File: config.mk
export PLATFORM = sky130hd
export DESIGN_NAME = bounded_priority_queue
export DESIGN_NICKNAME = d
export VERILOG_FILES = /design/src/sv/bpq_pkg.sv /design/src/sv/bpq_ctrl.sv /design/src/sv/bpq_datapath.sv /design/src/sv/bounded_priority_queue.sv
export SDC_FILE = /design/constraint.sdc
export NUM_CORES = 1
export LEC_CHECK = 0
export ABC_AREA = 1
export BUFFER_PORTS_ARGS = -buffer_cell sky130_fd_sc_hd__clkbuf_2
export CORE_ASPECT_RATIO = 2
export CORE_MARGIN = 3
export CORE_UTILIZATION = 32
export CTS_BUF_LIST = sky130_fd_sc_hd__clkbuf_8
export DETAILED_ROUTE_END_ITERATION = 8
export GPL_TIMING_DRIVEN = 0
export PLACE_DENSITY = 0.45
export SYNTH_ARGS = -nofsm -noshare
export SYNTH_HDL_FRONTEND = slang
export SYNTH_HIERARCHICAL = 1
export SYNTH_SLANG_ARGS = --single-unit
export TNS_END_PERCENT = 5
File: constraint.sdc
create_clock -name clk_i -period 4.2 [get_ports clk_i]
set_input_delay 0.63 -clock clk_i [delete_from_list [all_inputs] [get_ports clk_i]]
set_output_delay 0.63 -clock clk_i [all_outputs]
set_load 0.02 [all_outputs]
File: src/sv/bpq_pkg.sv
// Shared types and constants for the bounded priority queue.
package bpq_pkg;

  localparam int unsigned VAL_W     = 16;
  localparam int unsigned PRI_W     = 8;
  localparam int unsigned OP_W      = 2;
  localparam int unsigned CNT_OUT_W = 5;

  typedef enum logic [OP_W-1:0] {
    OP_ADD     = 2'd0,
    OP_EXTRACT = 2'd1,
    OP_CLEAR   = 2'd2,
    OP_NOP     = 2'd3
  } op_e;

  // How the datapath closes out a request.
  typedef enum logic [1:0] {
    RES_STATUS  = 2'd0,
    RES_ADDED   = 2'd1,
    RES_TAKEN   = 2'd2,
    RES_CLEARED = 2'd3
  } res_e;

  typedef struct packed {
    logic write_tail;
    logic scan_start;
    logic scan_step;
    logic shift_start;
    logic shift_step;
    logic finish;
    res_e kind;
  } bpq_cmd_t;

  typedef struct packed {
    logic full;
    logic empty;
    logic sweep_done;
  } bpq_stat_t;

endpackage

File: src/sv/bpq_ctrl.sv
// Request sequencer for the bounded priority queue.
module bpq_ctrl
  import bpq_pkg::*;
(
  input  logic                clk_i,
  input  logic                rst_ni,
  input  logic                start,
  input  logic [OP_W-1:0]     operation_i,
  input  bpq_stat_t           stat_i,
  output bpq_cmd_t            cmd_o,
  output logic                busy
);

  typedef enum logic [2:0] {
    ST_IDLE  = 3'b001,
    ST_SCAN  = 3'b010,
    ST_SHIFT = 3'b100
  } state_e;

  state_e state_q, state_d;
  op_e    op;

  assign op   = op_e'(operation_i);
  assign busy = (state_q != ST_IDLE);

  always_comb begin
    state_d = state_q;
    cmd_o   = '{write_tail: 1'b0, scan_start: 1'b0, scan_step: 1'b0,
                shift_start: 1'b0, shift_step: 1'b0, finish: 1'b0,
                kind: RES_STATUS};
    case (state_q)
      ST_IDLE: begin
        if (start) begin
          case (op)
            OP_ADD: begin
              cmd_o.write_tail = !stat_i.full;
              cmd_o.finish     = 1'b1;
              if (!stat_i.full) begin
                cmd_o.kind = RES_ADDED;
              end
            end
            OP_EXTRACT: begin
              if (stat_i.empty) begin
                cmd_o.finish = 1'b1;
              end else begin
                cmd_o.scan_start = 1'b1;
                state_d          = ST_SCAN;
              end
            end
            OP_CLEAR: begin
              cmd_o.finish = 1'b1;
              cmd_o.kind   = RES_CLEARED;
            end
            default: begin
              cmd_o.finish = 1'b1;
            end
          endcase
        end
      end
      ST_SCAN: begin
        if (stat_i.sweep_done) begin
          cmd_o.shift_start = 1'b1;
          state_d           = ST_SHIFT;
        end else begin
          cmd_o.scan_step = 1'b1;
        end
      end
      ST_SHIFT: begin
        if (stat_i.sweep_done) begin
          cmd_o.finish = 1'b1;
          cmd_o.kind   = RES_TAKEN;
          state_d      = ST_IDLE;
        end else begin
          cmd_o.shift_step = 1'b1;
        end
      end
      default: begin
        state_d = ST_IDLE;
      end
    endcase
  end

  always_ff @(posedge clk_i or negedge rst_ni) begin
    if (!rst_ni) begin
      state_q <= ST_IDLE;
    end else begin
      state_q <= state_d;
    end
  end

endmodule

File: src/sv/bpq_datapath.sv
// Entry storage, scan and shift datapath, and result registers of the queue.
module bpq_datapath
  import bpq_pkg::*;
#(
  parameter int unsigned DEPTH = 16
) (
  input  logic                 clk_i,
  input  logic                 rst_ni,
  input  bpq_cmd_t             cmd_i,
  input  logic [VAL_W-1:0]     job_value_i,
  input  logic [PRI_W-1:0]     priority_req_i,
  output bpq_stat_t            stat_o,
  output logic                 done_o,
  output logic [VAL_W-1:0]     out_value_o,
  output logic                 out_valid_o,
  output logic                 accepted_o,
  output logic [CNT_OUT_W-1:0] count_o,
  output logic                 is_empty_o,
  output logic                 is_full_o
);

  localparam int unsigned AW = (DEPTH > 1) ? $clog2(DEPTH) : 1;
  localparam int unsigned CW = $clog2(DEPTH + 1);

  logic [VAL_W-1:0] val_mem [DEPTH];
  logic [PRI_W-1:0] pri_mem [DEPTH];

  logic [CW-1:0]    cnt_q, cnt_d;
  logic [CW-1:0]    idx_q, idx_d;
  logic [CW-1:0]    tag_q, tag_d;
  logic             pend_q;
  logic [VAL_W-1:0] rval_q;
  logic [PRI_W-1:0] rpri_q;
  logic [CW-1:0]    best_pos_q;
  logic [PRI_W-1:0] best_pri_q;
  logic [VAL_W-1:0] best_val_q;

  logic             issue;
  logic             take;
  logic             we;
  logic [CW-1:0]    tag_m1;
  logic [AW-1:0]    waddr;
  logic [VAL_W-1:0] wval;
  logic [PRI_W-1:0] wpri;

  logic                 done_q;
  logic [VAL_W-1:0]     out_value_q;
  logic                 out_valid_q;
  logic                 accepted_q;
  logic [CNT_OUT_W-1:0] count_q;
  logic                 empty_q;
  logic                 full_q;

  assign stat_o.full       = (cnt_q == CW'(DEPTH));
  assign stat_o.empty      = (cnt_q == '0);
  assign stat_o.sweep_done = (idx_q >= cnt_q) && !pend_q;

  // Issue one read per cycle during a scan or shift step while the sweep index is below the count.
  assign issue = (cmd_i.scan_step || cmd_i.shift_step) && (idx_q < cnt_q);
  // Replace the best only on a strictly larger priority: the oldest wins ties.
  assign take  = cmd_i.scan_step && pend_q && ((tag_q == '0) || (rpri_q > best_pri_q));

  assign tag_m1 = tag_q - CW'(1);
  assign we     = cmd_i.write_tail || (cmd_i.shift_step && pend_q);
  assign waddr  = cmd_i.write_tail ? cnt_q[AW-1:0] : tag_m1[AW-1:0];
  assign wval   = cmd_i.write_tail ? job_value_i : rval_q;
  assign wpri   = cmd_i.write_tail ? priority_req_i : rpri_q;

  always_comb begin
    idx_d = idx_q;
    if (cmd_i.scan_start) begin
      idx_d = '0;
    end else if (cmd_i.shift_start) begin
      idx_d = best_pos_q + CW'(1);
    end else if (issue) begin
      idx_d = idx_q + CW'(1);
    end
    tag_d = issue ? idx_q : tag_q;
  end

  always_comb begin
    cnt_d = cnt_q;
    if (cmd_i.finish) begin
      case (cmd_i.kind)
        RES_ADDED:   cnt_d = cnt_q + CW'(1);
        RES_TAKEN:   cnt_d = cnt_q - CW'(1);
        RES_CLEARED: cnt_d = '0;
        default:     cnt_d = cnt_q;
      endcase
    end
  end

  always_ff @(posedge clk_i) begin
    if (we) begin
      val_mem[waddr] <= wval;
      pri_mem[waddr] <= wpri;
    end
    rval_q <= val_mem[idx_q[AW-1:0]];
    rpri_q <= pri_mem[idx_q[AW-1:0]];
  end

  always_ff @(posedge clk_i) begin
    if (take) begin
      best_pos_q <= tag_q;
      best_pri_q <= rpri_q;
      best_val_q <= rval_q;
    end
    tag_q <= tag_d;
    if (cmd_i.finish) begin
      out_valid_q <= (cmd_i.kind == RES_TAKEN);
      out_value_q <= (cmd_i.kind == RES_TAKEN) ? best_val_q : '0;
      accepted_q  <= (cmd_i.kind == RES_ADDED);
      count_q     <= CNT_OUT_W'(cnt_d);
      empty_q     <= (cnt_d == '0);
      full_q      <= (cnt_d == CW'(DEPTH));
    end
  end

  always_ff @(posedge clk_i or negedge rst_ni) begin
    if (!rst_ni) begin
      cnt_q  <= '0;
      idx_q  <= '0;
      pend_q <= 1'b0;
      done_q <= 1'b0;
    end else begin
      cnt_q  <= cnt_d;
      idx_q  <= idx_d;
      pend_q <= issue;
      done_q <= cmd_i.finish;
    end
  end

  assign done_o      = done_q;
  assign out_value_o = out_value_q;
  assign out_valid_o = out_valid_q;
  assign accepted_o  = accepted_q;
  assign count_o     = count_q;
  assign is_empty_o  = empty_q;
  assign is_full_o   = full_q;

  a_cnt_bound : assert property (@(posedge clk_i) disable iff (!rst_ni)
    cnt_q <= CW'(DEPTH))
    else $error("entry count above depth");

  a_add_grows : assert property (@(posedge clk_i) disable iff (!rst_ni)
    (done_q && accepted_q) |-> (cnt_q == $past(cnt_q) + CW'(1)))
    else $error("stored add did not grow the count by one");

  a_take_shrinks : assert property (@(posedge clk_i) disable iff (!rst_ni)
    (done_q && out_valid_q) |-> (cnt_q == $past(cnt_q) - CW'(1)))
    else $error("extract did not shrink the count by one");

  a_shift_write_below : assert property (@(posedge clk_i) disable iff (!rst_ni)
    (cmd_i.shift_step && pend_q) |-> (tag_q != '0) && (tag_q < cnt_q))
    else $error("shift write outside the occupied range");

endmodule

File: src/sv/bounded_priority_queue.sv
// Top level of the bounded priority queue: sequencer plus datapath.
//
// Usage: drive operation_i (add, extract, clear, no-op), job_value_i and
// priority_req_i and raise start; the request is taken at the rising edge
// where start is high and busy is low. Exactly one result follows per
// request, shown for a single cycle with done_o high: out_value_o and
// out_valid_o for an extract, accepted_o for an add, and count_o,
// is_empty_o, is_full_o as they stand after the request.
// Add, clear, no-op and extract on an empty queue strobe done_o in the cycle
// after the request is taken. An extract on N entries whose winner sits at
// position p scans all N entries and then moves the N-p-1 later entries
// down one place. Both sweeps go one entry per cycle through the single
// read port of the entry memory, which sets how long an extract takes.
// busy stays high for the whole extract on a non-empty queue; a new request
// may be taken in the same cycle that the previous result is on the ports.
// Reset empties the queue; entry contents are not cleared and need not be.
// The receiver cannot stall: a result not taken in its cycle is gone.
module bounded_priority_queue
  import bpq_pkg::*;
#(
  parameter int unsigned DEPTH = 16
) (
  input  logic                 clk_i,
  input  logic                 rst_ni,
  input  logic                 start,
  output logic                 busy,
  input  logic [OP_W-1:0]      operation_i,
  input  logic [VAL_W-1:0]     job_value_i,
  input  logic [PRI_W-1:0]     priority_req_i,
  output logic                 done_o,
  output logic [VAL_W-1:0]     out_value_o,
  output logic                 out_valid_o,
  output logic                 accepted_o,
  output logic [CNT_OUT_W-1:0] count_o,
  output logic                 is_empty_o,
  output logic                 is_full_o
);

  bpq_cmd_t  cmd;
  bpq_stat_t stat;

  // Sequence each request: decode, scan for the best entry, close the gap.
  bpq_ctrl u_ctrl (
    .clk_i       (clk_i),
    .rst_ni      (rst_ni),
    .start       (start),
    .operation_i (operation_i),
    .stat_i      (stat),
    .cmd_o       (cmd),
    .busy        (busy)
  );

  // Hold entries, run the sweeps, and register the result.
  bpq_datapath #(
    .DEPTH (DEPTH)
  ) u_datapath (
    .clk_i          (clk_i),
    .rst_ni         (rst_ni),
    .cmd_i          (cmd),
    .job_value_i    (job_value_i),
    .priority_req_i (priority_req_i),
    .stat_o         (stat),
    .done_o         (done_o),
    .out_value_o    (out_value_o),
    .out_valid_o    (out_valid_o),
    .accepted_o     (accepted_o),
    .count_o        (count_o),
    .is_empty_o     (is_empty_o),
    .is_full_o      (is_full_o)
  );

endmodule

After elaboration in Yosys (flattened, before gate mapping)

Memory sizes are Yosys's and may differ from the RTL's. A register that Yosys moved wholly into a read port is not among the register bits.
Cells that the tools add are included.

Flip-flop bits (word level): 74
Bits in writable memories: 384
Input bits: 29
Output and inout port bits: 27
Logic and storage cells: 89
Memories kept: 2

$add $sub $neg: 5
Magnitude comparators: 3
Equal/unequal tests: 16
Muxes and demuxes: 32
Reductions and logical operators: 16

Memory list:

| memory             | words | bits a word | read ports | clocked after memory_dff | write ports | line               | source |
|---|---|---|---|---|---|---|---|
| u_datapath.val_mem | 16    | 16          | 1          | 1                        | 1           | bpq_datapath.sv:25 | `logic [VAL_W-1:0] val_mem [DEPTH];` |
| u_datapath.pri_mem | 16    | 8           | 1          | 1                        | 1           | bpq_datapath.sv:26 | `logic [PRI_W-1:0] pri_mem [DEPTH];` |

Operators by type and width:

| cell                                             | number |
|---|---|
| 2-to-1 mux 3 bit                                 | 7 |
| 2-to-1 mux 5 bit                                 | 4 |
| 2-to-1 mux 16 bit                                | 1 |
| adder 5 x 1 -> 5 bit, second input constant      | 3 |
| logical NOT 5 bit                                | 3 |
| one-hot mux 5 bit (3 select lines)               | 1 |
| 2-to-1 mux 1 bit                                 | 11 |
| == test 5 bit, second input constant             | 2 |
| inequality test 2 bit, second input constant     | 5 |
| one-hot mux 3 bit (3 select lines)               | 1 |
| > comparator 8 bit                               | 1 |
| 2-to-1 mux 8 bit                                 | 1 |
| == test 2 bit, second input constant             | 3 |
| 2-to-1 mux 2 bit                                 | 3 |
| one-hot mux 3 bit (2 select lines)               | 1 |
| greater-or-equal comparator 5 bit                | 1 |
| logical AND 1 bit                                | 5 |
| less-than comparator 5 bit                       | 1 |
| AND reduction 5 bit                              | 1 |
| subtractor 5 x 1 -> 5 bit, second input constant | 1 |
| == test 2 x 1 -> 1 bit, second input constant    | 2 |
| 2-to-1 mux 4 bit                                 | 1 |
| one-hot mux 2 bit (2 select lines)               | 1 |
| subtractor 4 x 1 -> 4 bit, second input constant | 1 |
| other kinds (8)                                  | 11 |

Depth between registers and ports, before layout

Word-level depth: 9
Depth in mapped cells: 25
Mapped depth without buffers: 22

By module

Netlist, hierarchy kept.

Modules (own cells, without submodules):

| module       | times used | cells an instance | area an instance (sq um) | sequential area each (sq um) |
|---|---|---|---|---|
| bpq_datapath | 1          | 1541              | 19095.8                  | 14083.5 |
| bpq_ctrl     | 1          | 39                | 260.2                    | 76.3 |

Worst setup path before layout

No wires, ideal clock.

Path type: reg-to-reg
Start: register u_datapath.idx_q[0]
End: register u_datapath.best_pos_q[0], enable pin
Setup time: 425 ps
Arrival: 3073 ps
Data required time: 3775 ps
Setup slack: 703 ps
Cell stages (with the launch flop): 11
Buffers on the path: 3
Period minus slack after synthesis: 3497 ps
Cell sequence: dfrtp_1 -> buf_4 -> inv_4 -> buf_4 -> buf_2 -> ha_1 -> nand2_1 -> a41oi_1 -> nor2_2 -> nand2_1 -> a21oi_1

RTL lines:

| what                     | line                | source |
|---|---|---|
| start: declaration       | bpq_datapath.sv:29  | `logic [CW-1:0] idx_q, idx_d;` |
| start signal: assignment | bpq_datapath.sv:127 | `idx_q <= idx_d;` |
| end signal: assignment   | bpq_datapath.sv:104 | `best_pos_q <= tag_q;` |
| end: declaration         | bpq_datapath.sv:34  | `logic [CW-1:0] best_pos_q;` |

==> flow_metrics.tcl <==
set metrics [dict create \
    netlist.area_leader.share_pct 68.73 \
    grt_pass1_wl_um 89910 \
    yosys-top-cells-count "edfxtp_1, nor2_1, o21ai_0" \
    synthXorXnorAreaFrac_pct 0.09050 \
    drv_slew 0 \
    fmax_mhz 250.7 \
    grt-ovfl-total 0 \
    use_met1_pct 20.08 \
    synth_cell_type_count 35 \
    r2r_setup_slack_ns 0.21 \
    critical_path.startpoint "u_datapath/idx_q[0]" \
    synth_compound_area_share_pct 10.23 \
    yosysWarnings 6 \
    start_util_pct 32.57 \
    vias 12860 \
    drive_gt1_share_pct 13.06 \
    clk_path_buf_depth 3 \
    die-width_um 179.9 \
    slew_headroom_pct 27.15 \
    first_pass_iters 6 \
    ys_seq_elements 482 \
    drt.antenna.violating_nets 0 \
    numCtsBuffers 72 \
    port-buffer-count 55 \
    tritoncts "built" \
    rsz0062_at_grt "false" \
    hp-class "in -> reg" \
    critical_path.max_fanout 13 \
    area_growth_syn_to_layout_pct 16.54 \
    async_flop_share_pct 3.112 \
    clkSlewWorstSetupHoldPaths_ns 0.07 \
    cts_root_buf "clkbuf_8" \
    rr_startpoint "u_datapath/idx_q[0]" \
    grt_max_degree 29 \
    die_height_um 353.8 \
    post_synth.cell_area_avg_um2 12.25 \
    routed_wl_um 63070 \
    tightestPinTransition_ns 1.093 \
    rr_endpoint "u_datapath/val_mem[7][11]" \
    synthSimpleGateAreaFrac_pct 11.61 \
    run_status "complete, no violations" \
    finalCriticalPeriod_ns 3.989 \
    synth_mux_area_share_pct 0 \
    synth_edf_count 443 \
    critical_path_class "reg -> reg" \
    place.gp.congestion 0.8357 \
    dieArea_um2 63650 \
    clkLatencyLatePin_ns 0.67 \
    multi_input_area_um2 4663 \
    routedWlPerCell_um 24.70 \
    max-vdd-ir-drop_uv 238.7 \
    cp.required_ns 4.55 \
    total_power_w 0.01539 \
    maxCapViolCount 0 \
    synthTopCellsByArea "edfxtp_1, nor2_1, o21ai_0, o211ai_1, nand2_1" \
    drc 0 \
    fill_cells 5741 \
    fin_hold_ws_ns 0.3044 \
    crit_path_start_kind "flop" \
    grt_pass1_vias 12880 \
    place_area_um2 21150 \
    synth_top_family_by_area "simple AND/OR/NAND/NOR gates" \
    vias_per_cell 5.037 \
    antenna_found_initial 1 \
    power_density_nw_per_um2 682.1 \
    timing.critical_path.to "u_datapath/val_mem[7][11]" \
    synth_top_area_cell "edfxtp_1" \
    drtIter0Drc 1086 \
    synthCells 1580 \
    synth_ff_type "edfxtp_1" \
    core_area_um2 59430 \
    arrival_ns 4.34 \
    clock_sinks 482 \
    reg2reg_depth 15 \
    met2_usage_pct 38.34 \
    ys_seq_area_share_pct 73.15 \
    p_leak_nw 7.966 \
    yosysMostFrequentCell "edfxtp_1" \
    met3_usage_pct 2.837 \
    netlist_area_um2 19360 \
    grt.busiest_layer "met2" \
    cts_max_level 3 \
    grt_use_total_pct 19.47 \
    post-route-util_pct 37.95 \
    crit_path_end_kind "flop" \
    rows 126 \
    synth_fp_nets 1630 \
    setup_viol 0 \
    ff_latch_area_um2 14160 \
    final_nets 1780 \
    final-hold-violation-count 0 \
    fin_skew_ns 0.03604 \
    yosys.area_share.adder_pct 1.357 \
    fin_area_um2 22560 \
    io-pin-count 56 \
    dp_hpwl_um 44070 \
    period_share_pct 94.97 \
]
per-layer routing:
layer | wire, um | up-vias
met5 | 0 | -
met4 | 2741 | 0
met3 | 2861 | 117
met2 | 35650 | 428
met1 | 21820 | 6385
li1 | - | 5929
logic make-up (layout without fill, tap and decap cells):
group,Yosys count,after routing
flip-flops,482,482
adder cells (fa/ha/maj),21,21
XOR/XNOR,2,2
other,0,1
AO/OA/AOI/OAI,345,345
AND/OR/NAND/NOR,570,570
buffers and inverters,160,364
how the worst min path moves through the flow:
| stage | depth (start not counted) | end | startpoint |
|---|---|---|---|
| floorplan | 0 | u_ctrl/state_q[1] | rst_ni |
| global placement | 0 | u_datapath/best_pri_q[0] | u_datapath/rpri_q[0] |
| detailed placement | 0 | u_datapath/best_val_q[8] | u_datapath/rval_q[8] |
| CTS | 4 | u_ctrl/state_q[0] | operation_i[0] |
| global route | 4 | u_ctrl/state_q[0] | operation_i[0] |
| finish | 4 | u_ctrl/state_q[0] | operation_i[0] |
worst max-delay path, stage by stage, from the launching register on:
cell and delay, ns:
dfrtp_2 0.44, buf_6 0.17, inv_4 0.08, buf_4 0.21, buf_2 0.32, ha_1 0.30, nand2_1 0.12, a41oi_4 0.15
inv_1 0.12, nand3_1 0.13, inv_1 0.12, nand2_1 0.09, nand2_1 0.14, nand3_1 0.38, nor2_4 0.62, buf_16 0.23
sequential cells by signal, summed over array words and instances (netlist names), 3 cells and up:
signal and flops:
u_datapath/tag_q 5, u_datapath/best_val_q 16, u_ctrl/state_q 3, u_datapath/cnt_q 5, u_datapath/best_pos_q 5, u_datapath/count_o 5
u_datapath/rpri_q 8, u_datapath/pri_mem 128, u_datapath/val_mem 256, u_datapath/best_pri_q 8, u_datapath/rval_q 16, u_datapath/idx_q 5
u_datapath/out_value_o 16
stage by stage:
step / setup WS (ns) / cells / TNS [ns]
floorplan: 0.7026 / 1580 / 0
global placement: -1.810 / 2403 / -547.01
detailed placement: -0.2993 / 2421 / -0.6094
CTS: 0.05652 / 2550 / 0
global route: 0.03063 / 2553 / 0
finish: 0.2111 / 2553 / 0
what timing repair did:
| action | in CTS | in global routing |
|---|---|---|
| hold endpoints to repair | 14 | 0 |
| resized for setup | 1 | 6 |
| hold buffers | 1 | 0 |
| pin swaps | 0 | 1 |
| setup buffers | 0 | 2 |
| endpoints found under the setup margin | 3 | 125 |
where the power goes:
part | switching [W] | internal, W | leakage (nW) | total, W
clock network | 0.00184 | 0.00188 | 0.766 | 0.00372
registers | 0.000218 | 0.00623 | 4.41 | 0.00645
logic | 0.00395 | 0.00127 | 2.79 | 0.00522
total | 0.00601 | 0.00938 | 7.97 | 0.0154
placed cells by master, fill, tap and decap left out, types with 2 or more instances in the layout:
cell,Yosys,layout
clkbuf_1,41,41
o211ai_1,96,96
ha_1,21,21
nand3_1,47,47
nor2_4,0,16
clkinvlp_4,0,3
nand2_1,190,189
buf_6,5,7
buf_2,27,27
buf_16,0,10
bufinv_16,0,3
a21oi_1,8,7
buf_1,10,10
o21ai_1,40,41
nand4_1,4,4
dfrtp_1,14,13
o21ai_2,1,2
clkinv_2,0,7
inv_1,68,90
dfxtp_1,24,24
clkinv_1,1,17
clkbuf_2,0,55
buf_12,0,7
nor3_1,2,2
edfxtp_1,443,443
clkbuf_8,0,77
nor2_1,321,305
inv_2,3,3
o21ai_0,197,195
buf_4,4,5
final cells by class:
type / count / area share [%]
Multi-Input combinational cell: 938 / 20.67
Buffer: 87 / 1.847
Sequential cell: 482 / 62.78
Timing Repair Buffer: 76 / 3.223
Clock inverter: 51 / 1.287
Tap cell: 768 / 4.260
Clock buffer: 77 / 4.698
Inverter: 73 / 1.226
Antenna cell: 1 / 0.01109
Power figures use the tool's default switching activity.
